`src/hw/rtl/mmh_pkg.sv`:
```
// ---------------------------------------------------------------------------
// mmh_pkg
// constants, commands, states and status shared by the hash unit
// ---------------------------------------------------------------------------
package mmh_pkg;

   localparam logic [31:0] MIX_C1  = 32'hcc9e2d51;
   localparam logic [31:0] MIX_C2  = 32'h1b873593;
   localparam logic [31:0] MIX_ADD = 32'he6546b64;
   localparam logic [31:0] FIN_C1  = 32'h85ebca6b;
   localparam logic [31:0] FIN_C2  = 32'hc2b2ae35;

   localparam logic [1:0] PHASE_FULL = 2'd3;

   typedef enum logic [2:0] {
      CMD_NONE,
      CMD_TAKE,
      CMD_MUL_C1,
      CMD_ROT_C2,
      CMD_FOLD,
      CMD_TAIL_C1,
      CMD_FIN_C1,
      CMD_FIN_C2
   } cmd_type;

   typedef struct packed {
      cmd_type cmd;
      logic    emit;
   } ctrl_type;

   typedef struct packed {
      logic out_stall;
      logic phase_full;
   } stat_type;

   typedef enum logic [3:0] {
      ST_IDLE,
      ST_BLK1,
      ST_BLK2,
      ST_BLK3,
      ST_FIN1,
      ST_FIN2,
      ST_FIN3,
      ST_FIN4,
      ST_EMIT
   } state_type;

endpackage

```
`src/hw/rtl/mmh_datapath.sv`:
```
// ---------------------------------------------------------------------------
// mmh_datapath
// hash state, shared multiplier and output register
// ---------------------------------------------------------------------------
module mmh_datapath (
   input  logic              clock,
   input  logic              reset,
   input  mmh_pkg::ctrl_type ctrl,
   output mmh_pkg::stat_type stat,
   input  logic [7:0]        req_data_byte,
   input  logic              req_has_byte,
   input  logic              csr_wr_en,
   input  logic [31:0]       csr_wr_data,
   output logic [31:0]       rsp_hash,
   output logic              rsp_valid,
   input  logic              rsp_ready
);

   logic [31:0] seed_ff, seed_in;
   logic [31:0] hash_ff, hash_in;
   logic [31:0] work_ff, work_in;
   logic [23:0] part_ff, part_in;
   logic [1:0]  phase_ff, phase_in;
   logic [31:0] len_ff, len_in;
   logic        busy_ff, busy_in;
   logic [31:0] out_ff, out_in;
   logic        out_vld_ff, out_vld_in;

   logic [31:0] mul_a, mul_b, mul_prod;
   logic [31:0] fold_x, fold_r, fin_f, fin_g;

   assign mul_prod = mul_a * mul_b;

   assign fold_x = hash_ff ^ work_ff;
   assign fold_r = {fold_x[18:0], fold_x[31:19]};
   // tail word only counts when bytes are left over
   assign fin_f  = hash_ff ^ ((phase_ff != 2'd0) ? work_ff : 32'd0) ^ len_ff;
   assign fin_g  = fin_f ^ (fin_f >> 16);

   always_comb begin
      mul_a = work_ff;
      mul_b = mmh_pkg::MIX_C1;
      case (ctrl.cmd)
         mmh_pkg::CMD_MUL_C1: begin
            mul_a = work_ff;
            mul_b = mmh_pkg::MIX_C1;
         end
         mmh_pkg::CMD_TAIL_C1: begin
            mul_a = {8'd0, part_ff};
            mul_b = mmh_pkg::MIX_C1;
         end
         mmh_pkg::CMD_ROT_C2: begin
            mul_a = {work_ff[16:0], work_ff[31:17]};
            mul_b = mmh_pkg::MIX_C2;
         end
         mmh_pkg::CMD_FIN_C1: begin
            mul_a = fin_g;
            mul_b = mmh_pkg::FIN_C1;
         end
         mmh_pkg::CMD_FIN_C2: begin
            mul_a = work_ff ^ (work_ff >> 13);
            mul_b = mmh_pkg::FIN_C2;
         end
         default: begin
            mul_a = work_ff;
            mul_b = mmh_pkg::MIX_C1;
         end
      endcase
   end

   always_comb begin
      seed_in    = seed_ff;
      hash_in    = hash_ff;
      work_in    = work_ff;
      part_in    = part_ff;
      phase_in   = phase_ff;
      len_in     = len_ff;
      busy_in    = busy_ff;
      out_in     = out_ff;
      out_vld_in = out_vld_ff && !rsp_ready;

      if (csr_wr_en) begin
         seed_in = csr_wr_data;
         if (!busy_ff) begin
            hash_in = csr_wr_data;
         end
      end

      case (ctrl.cmd)
         mmh_pkg::CMD_TAKE: begin
            if (req_has_byte) begin
               busy_in = 1'b1;
               len_in  = len_ff + 32'd1;
               if (phase_ff == mmh_pkg::PHASE_FULL) begin
                  work_in  = {req_data_byte, part_ff};
                  part_in  = 24'd0;
                  phase_in = 2'd0;
               end else begin
                  case (phase_ff)
                     2'd0:    part_in[7:0]   = req_data_byte;
                     2'd1:    part_in[15:8]  = req_data_byte;
                     default: part_in[23:16] = req_data_byte;
                  endcase
                  phase_in = phase_ff + 2'd1;
               end
            end
         end
         mmh_pkg::CMD_MUL_C1, mmh_pkg::CMD_TAIL_C1, mmh_pkg::CMD_ROT_C2,
         mmh_pkg::CMD_FIN_C1, mmh_pkg::CMD_FIN_C2: begin
            work_in = mul_prod;
         end
         mmh_pkg::CMD_FOLD: begin
            // times five as shift and add
            hash_in = {fold_r[29:0], 2'b00} + fold_r + mmh_pkg::MIX_ADD;
         end
         default: begin
         end
      endcase

      if (ctrl.emit) begin
         out_in     = work_ff ^ (work_ff >> 16);
         out_vld_in = 1'b1;
         hash_in    = seed_ff;
         part_in    = 24'd0;
         phase_in   = 2'd0;
         len_in     = 32'd0;
         busy_in    = 1'b0;
      end
   end

   always_ff @(posedge clock) begin
      if (reset) begin
         seed_ff    <= 32'd0;
         hash_ff    <= 32'd0;
         part_ff    <= 24'd0;
         phase_ff   <= 2'd0;
         len_ff     <= 32'd0;
         busy_ff    <= 1'b0;
         out_vld_ff <= 1'b0;
      end else begin
         seed_ff    <= seed_in;
         hash_ff    <= hash_in;
         part_ff    <= part_in;
         phase_ff   <= phase_in;
         len_ff     <= len_in;
         busy_ff    <= busy_in;
         out_vld_ff <= out_vld_in;
      end
   end

   always_ff @(posedge clock) begin
      work_ff <= work_in;
      out_ff  <= out_in;
   end

   assign stat.out_stall  = out_vld_ff && !rsp_ready;
   assign stat.phase_full = (phase_ff == mmh_pkg::PHASE_FULL);
   assign rsp_hash        = out_ff;
   assign rsp_valid       = out_vld_ff;

endmodule

```
`src/hw/rtl/mmh_ctrl.sv`:
```
// ---------------------------------------------------------------------------
// mmh_ctrl
// sequences byte intake, block mixing and finalization
// ---------------------------------------------------------------------------
module mmh_ctrl (
   input  logic              clock,
   input  logic              reset,
   input  logic              req_valid,
   input  logic              req_has_byte,
   input  logic              req_last,
   output logic              req_ready,
   input  mmh_pkg::stat_type stat,
   output mmh_pkg::ctrl_type ctrl
);

   mmh_pkg::state_type state_ff, state_in;
   logic               last_ff, last_in;

   always_ff @(posedge clock) begin
      if (reset) begin
         state_ff <= mmh_pkg::ST_IDLE;
         last_ff  <= 1'b0;
      end else begin
         state_ff <= state_in;
         last_ff  <= last_in;
      end
   end

   always_comb begin
      state_in  = state_ff;
      last_in   = last_ff;
      req_ready = 1'b0;
      ctrl.cmd  = mmh_pkg::CMD_NONE;
      ctrl.emit = 1'b0;
      case (state_ff)
         mmh_pkg::ST_IDLE: begin
            req_ready = 1'b1;
            if (req_valid) begin
               ctrl.cmd = mmh_pkg::CMD_TAKE;
               last_in  = req_last;
               if (req_has_byte && stat.phase_full) begin
                  state_in = mmh_pkg::ST_BLK1;
               end else if (req_last) begin
                  state_in = mmh_pkg::ST_FIN1;
               end
            end
         end
         mmh_pkg::ST_BLK1: begin
            ctrl.cmd = mmh_pkg::CMD_MUL_C1;
            state_in = mmh_pkg::ST_BLK2;
         end
         mmh_pkg::ST_BLK2: begin
            ctrl.cmd = mmh_pkg::CMD_ROT_C2;
            state_in = mmh_pkg::ST_BLK3;
         end
         mmh_pkg::ST_BLK3: begin
            ctrl.cmd = mmh_pkg::CMD_FOLD;
            state_in = last_ff ? mmh_pkg::ST_FIN1 : mmh_pkg::ST_IDLE;
         end
         mmh_pkg::ST_FIN1: begin
            ctrl.cmd = mmh_pkg::CMD_TAIL_C1;
            state_in = mmh_pkg::ST_FIN2;
         end
         mmh_pkg::ST_FIN2: begin
            ctrl.cmd = mmh_pkg::CMD_ROT_C2;
            state_in = mmh_pkg::ST_FIN3;
         end
         mmh_pkg::ST_FIN3: begin
            ctrl.cmd = mmh_pkg::CMD_FIN_C1;
            state_in = mmh_pkg::ST_FIN4;
         end
         mmh_pkg::ST_FIN4: begin
            ctrl.cmd = mmh_pkg::CMD_FIN_C2;
            state_in = mmh_pkg::ST_EMIT;
         end
         mmh_pkg::ST_EMIT: begin
            // wait for the output register to free up
            if (!stat.out_stall) begin
               ctrl.emit = 1'b1;
               state_in  = mmh_pkg::ST_IDLE;
            end
         end
         default: begin
            state_in = mmh_pkg::ST_IDLE;
         end
      endcase
   end

endmodule

```
`src/hw/rtl/murmur3_byte_stream_hash_unit.sv`:
```
// ---------------------------------------------------------------------------
// murmur3_byte_stream_hash_unit
// 32-bit murmur3 (x86) hash over a byte stream, at most one byte per item
// ---------------------------------------------------------------------------
// A byte that does not complete a 4-byte block is only taken in. The byte
// that completes a block is then scrambled and folded in through one shared
// 32x32 multiplier: multiply by c1, rotate and multiply by c2, then fold
// into the hash. An item marked last adds finalization (tail scramble and
// avalanche, again through the shared multiplier) plus any wait for the
// previous result to be taken; the input is held off during that work. A
// new seed takes effect at the next message; written between messages it
// also reloads the running hash at once.
module murmur3_byte_stream_hash_unit (
   input  logic        clock,
   input  logic        reset,
   input  logic [7:0]  req_data_byte,
   input  logic        req_has_byte,
   input  logic        req_last,
   input  logic        req_valid,
   output logic        req_ready,
   output logic [31:0] rsp_hash,
   output logic        rsp_valid,
   input  logic        rsp_ready,
   input  logic        csr_wr_en,
   input  logic [31:0] csr_wr_data
);

   mmh_pkg::ctrl_type ctrl;
   mmh_pkg::stat_type stat;

   mmh_ctrl u_ctrl (
      .clock        (clock),
      .reset        (reset),
      .req_valid    (req_valid),
      .req_has_byte (req_has_byte),
      .req_last     (req_last),
      .req_ready    (req_ready),
      .stat         (stat),
      .ctrl         (ctrl)
   );

   mmh_datapath u_datapath (
      .clock         (clock),
      .reset         (reset),
      .ctrl          (ctrl),
      .stat          (stat),
      .req_data_byte (req_data_byte),
      .req_has_byte  (req_has_byte),
      .csr_wr_en     (csr_wr_en),
      .csr_wr_data   (csr_wr_data),
      .rsp_hash      (rsp_hash),
      .rsp_valid     (rsp_valid),
      .rsp_ready     (rsp_ready)
   );

endmodule

```
`config.mk`:
```
export PLATFORM = sky130hd
export DESIGN_NAME = murmur3_byte_stream_hash_unit
export DESIGN_NICKNAME = d
export VERILOG_FILES = /design/src/hw/rtl/mmh_pkg.sv /design/src/hw/rtl/mmh_datapath.sv /design/src/hw/rtl/mmh_ctrl.sv /design/src/hw/rtl/murmur3_byte_stream_hash_unit.sv
export SDC_FILE = /design/constraint.sdc
export NUM_CORES = 2
export LEC_CHECK = 0
export BUFFER_PORTS_ARGS = -buffer_cell sky130_fd_sc_hd__buf_2
export CAP_MARGIN = 10
export CORE_MARGIN = 5
export CORE_UTILIZATION = 50
export CTS_BUF_LIST = sky130_fd_sc_hd__clkbuf_16
export CTS_CLUSTER_SIZE = 16
export DETAILED_ROUTE_END_ITERATION = 10
export PLACE_DENSITY = 0.64
export SLEW_MARGIN = 0
export SYNTH_ARGS = -nofsm -noshare
export SYNTH_HDL_FRONTEND = slang
export SYNTH_HIERARCHICAL = 1
export SYNTH_SLANG_ARGS = --single-unit
```
`constraint.sdc`:
```
create_clock -name clock -period 30.6 [get_ports clock]
set_clock_uncertainty 0.1 [all_clocks]
set_input_delay 4.59 -clock clock [delete_from_list [all_inputs] [get_ports clock]]
set_output_delay 4.59 -clock clock [all_outputs]
set_load 0.01 [all_outputs]
```
==> impl_table.tex <==
\begin{tabular}{lr}
\hline
Metric & Value \\
\hline
\multicolumn{2}{l}{\textbf{Status}} \\
Outcome & finished with violations \\
Failing checks & DRC \\
\multicolumn{2}{l}{\textbf{STA}} \\
Relative slew margins & 9.93\% \\
Clock period minus worst slack & 14.50 ns \\
Max Fclk & 0.0690 GHz \\
Total negative setup slack & 0 ns \\
Total count of max-transition violations in the final report & 0 \\
Unrepaired setup endpoints after global routing & no \\
Period utilization & 47.4\% \\
Endpoints failing setup & 0 \\
Endpoints failing hold & 0 \\
Slew at the pin closest to its max-slew limit & 1.34 ns \\
\multicolumn{2}{l}{\textbf{Clocking}} \\
Number of buffers between clock root and the deepest sink & 2 \\
Clk sinks & 193 \\
Clock tree from TritonCTS & yes \\
Clock latency reported for the late side of the worst-skew pair & 0.47 ns \\
Clock-pin slew on the worst setup and hold paths & 0.07 ns \\
Total setup buffers inserted after CTS & 0 \\
H-tree level count & 4 \\
CTS hold repair buffers & 0 \\
CTS root buf & clkbuf\_16 \\
Cts repair resizes & 0 \\
Total CTS buffers & 17 \\
\multicolumn{2}{l}{\textbf{Die}} \\
I/O pin count & 81 \\
Initial Utilization & 50.5\% \\
Std-Cell Rows & 84 \\
Die height & 241 um \\
Core region area & 0.0527 mm\^{}2 \\
X dimension of the die & 241 um \\
DIE AREA & 0.0579 mm\^{}2 \\
\multicolumn{2}{l}{\textbf{Yosys}} \\
Count of state elements after synthesis & 193 \\
Syn Area/Cell & 8.95 um\^{}2 \\
Share of async-settable or async-resettable flops after synthesis & 0\% \\
Largest area contributor in the synthesized netlist & fa\_1 \\
Area share of the largest cell type after synthesis & 29.5\% \\
Post-Synthesis Cells & 2972 \\
Post-Synthesis Net Count & 3609 \\
Proportion of synthesized chip area in sequential cells & 16.9\% \\
Leading cell types by total area after synthesis & fa\_1 30\%, dfxtp\_1 9.7\%, ha\_1 9.3\% \\
Number of distinct library cells after synthesis & 89 \\
Summed instance area of the synthesized netlist & 0.0266 mm\^{}2 \\
Synth warnings & 6 \\
Number of enable flip-flop cells after synthesis & 64 \\
Most used DFF post-synth & dfxtp\_1 \\
\multicolumn{2}{l}{\textbf{Placement}} \\
Post-DP HPWL & 89.2 mm \\
Routability congestion estimate from global placement & 1.05 \\
Number of buffer cells added on primary ports & 80 \\
\multicolumn{2}{l}{\textbf{GRT}} \\
Total track usage & 37.4\% \\
Initial antenna violation count & 4 \\
First-pass GRT wire length & 155 mm \\
Pin count of the biggest net entering global routing & 61 \\
Vias in the first global route & 22372 \\
Global route overflow & 0 \\
\multicolumn{2}{l}{\textbf{Final layout}} \\
Net count of the finished layout & 3629 \\
Share of post-route cells with drive strength above 1 & 7.25\% \\
Most frequent standard cell in the layout excluding fill and tap cells & inv\_1 \\
Commonest non-fill, non-tap cells in the layout & 575 x inv\_1, 392 x fa\_1, 254 x nor2\_1 \\
Sequential cell area & 0.00450 mm\^{}2 \\
Number of fillers in the final layout & 4972 \\
Area delta synth->final & 6.48\% \\
Number of antenna diodes & 0 \\
Multi-input gate area in the final layout & 0.0194 mm\^{}2 \\
\multicolumn{2}{l}{\textbf{Critical path}} \\
Setup crit start kind & input pin \\
Reg2reg start & u\_ctrl/state\_ff[0] \\
CP arrival & 14.57 ns \\
Most common cell type on the critical path & fa\_1 \\
Critical setup path kind & in2reg \\
Largest fanout on the critical path & 35 \\
Longest individual stage delay on the worst path & 0.96 ns \\
Worst setup path startpoint & req\_valid \\
Required time worst endpoint & 30.67 ns \\
Endpoint class of the critical path & flop \\
CP max-delay cell & a211oi\_1 \\
\multicolumn{2}{l}{\textbf{Drt}} \\
Drt wl/cell & 29.0 um \\
WL final & 107 mm \\
Antenna Violating Nets Remaining & 0 \\
Detailed router's first-iteration violation count & 2544 \\
Vias per Instance & 5.88 \\
Overall via count from detail\_route & 21733 \\
Detailed-router iteration count before antenna repair & 9 \\
DRC violation count after routing & 1 \\
\multicolumn{2}{l}{\textbf{Min path}} \\
Tightest Hold Check Type & reg2reg \\
Startpoint of the worst hold path & u\_datapath/phase\_ff[1] \\
\multicolumn{2}{l}{\textbf{Job}} \\
Max-cap violations & 0 \\
\hline
\end{tabular}
## state kept, by name, summed over array words and instances, names as in the netlist
name,flops
u_ctrl/last_ff,1
u_ctrl/state_ff,4
u_datapath/busy_ff,1
u_datapath/hash_ff,32
u_datapath/len_ff,32
u_datapath/part_ff,24
u_datapath/phase_ff,2
u_datapath/rsp_hash,32
u_datapath/rsp_valid,1
u_datapath/seed_ff,32
u_datapath/work_ff,32
## worst max-delay path, delay by kind of cell
family / cells / cell delay, ns
and+or+nand+nor: 6 / 1.17
xor gates and xnor gates: 1 / 0.14
AOI/OAI and AO/OA: 11 / 2.74
adders and majority gates: 9 / 4.36
buffers and inverters: 6 / 1.46
## cell type report
| type | instances | share of cell area, % |
|---|---|---|
| inverters | 582 | 7.71 |
| well taps | 688 | 3.04 |
| clock buffers | 17 | 1.50 |
| multi-input cells | 2069 | 68.4 |
| flip-flops and latches | 193 | 15.9 |
| repair buffers | 129 | 2.71 |
| clock inverters | 15 | 0.702 |
## through the flow
stage,util (%),area (um^2),hold WS [ns],setup WS (ns),std cells
after floorplan,-,26600,0.321,17.88,2972
after global placement,52.6,27700,0.365,15.81,3661
after detailed placement,52.6,27700,0.373,15.83,3661
after CTS,53.8,28300,0.383,16.28,3693
after global routing,53.8,28300,0.405,15.89,3693
final,53.8,28300,0.385,16.10,3693
## Yosys cell counts (14+ instances only)
library cell and number:
inv_1 575, mux2i_1 57, o221ai_1 14, a21oi_1 125
o211ai_1 22, buf_2 23, nor2b_1 53, nand3_1 31
buf_1 14, a211oi_1 18, o21ai_0 86, a31oi_1 17
fa_1 392, xnor2_1 144, nor2_1 258, dfxtp_1 129
xor2_1 111, nor3_1 23, nand2b_1 19, a21o_1 44
clkbuf_1 81, nand2_1 255, edfxtp_1 64, ha_1 198
## worst paths after layout
path	end	slack (ns)	cells past startpoint
worst min register to register	u_datapath/phase_ff[1]	0.39	2
worst max-delay path	u_datapath/work_ff[31]	16.10	33
worst min-delay path	u_datapath/phase_ff[1]	0.39	2
worst max register to register	u_datapath/work_ff[30]	19.25	32
## per-layer routing
| layer | global-route usage (%) | up-vias | part of all wire (%) |
|---|---|---|---|
| li1 | - | 9392 | - |
| met3 | 8.10 | 311 | 8.6 |
| met5 | 0 | - | 0.012 |
| met1 | 47.9 | 10911 | 39 |
| met2 | 60.2 | 1117 | 46 |
| met4 | 18.8 | 2 | 6.4 |
## kinds of logic (layout without fill, tap and decap cells)
| logic type | Yosys count | in the layout | synth area share [%] |
|---|---|---|---|
| fa+ha+maj | 592 | 592 | 38.9 |
| buf+inv | 710 | 743 | 10.4 |
| xor+xnor | 260 | 260 | 8.77 |
| simple gates | 721 | 721 | 12.2 |
| compound gates | 438 | 438 | 10.7 |
| flops | 193 | 193 | 16.9 |
| mux | 58 | 58 | 2.19 |
Power is not shown: default switching activity piles up to over one toggle a cycle in this logic, so the estimate is an artifact.
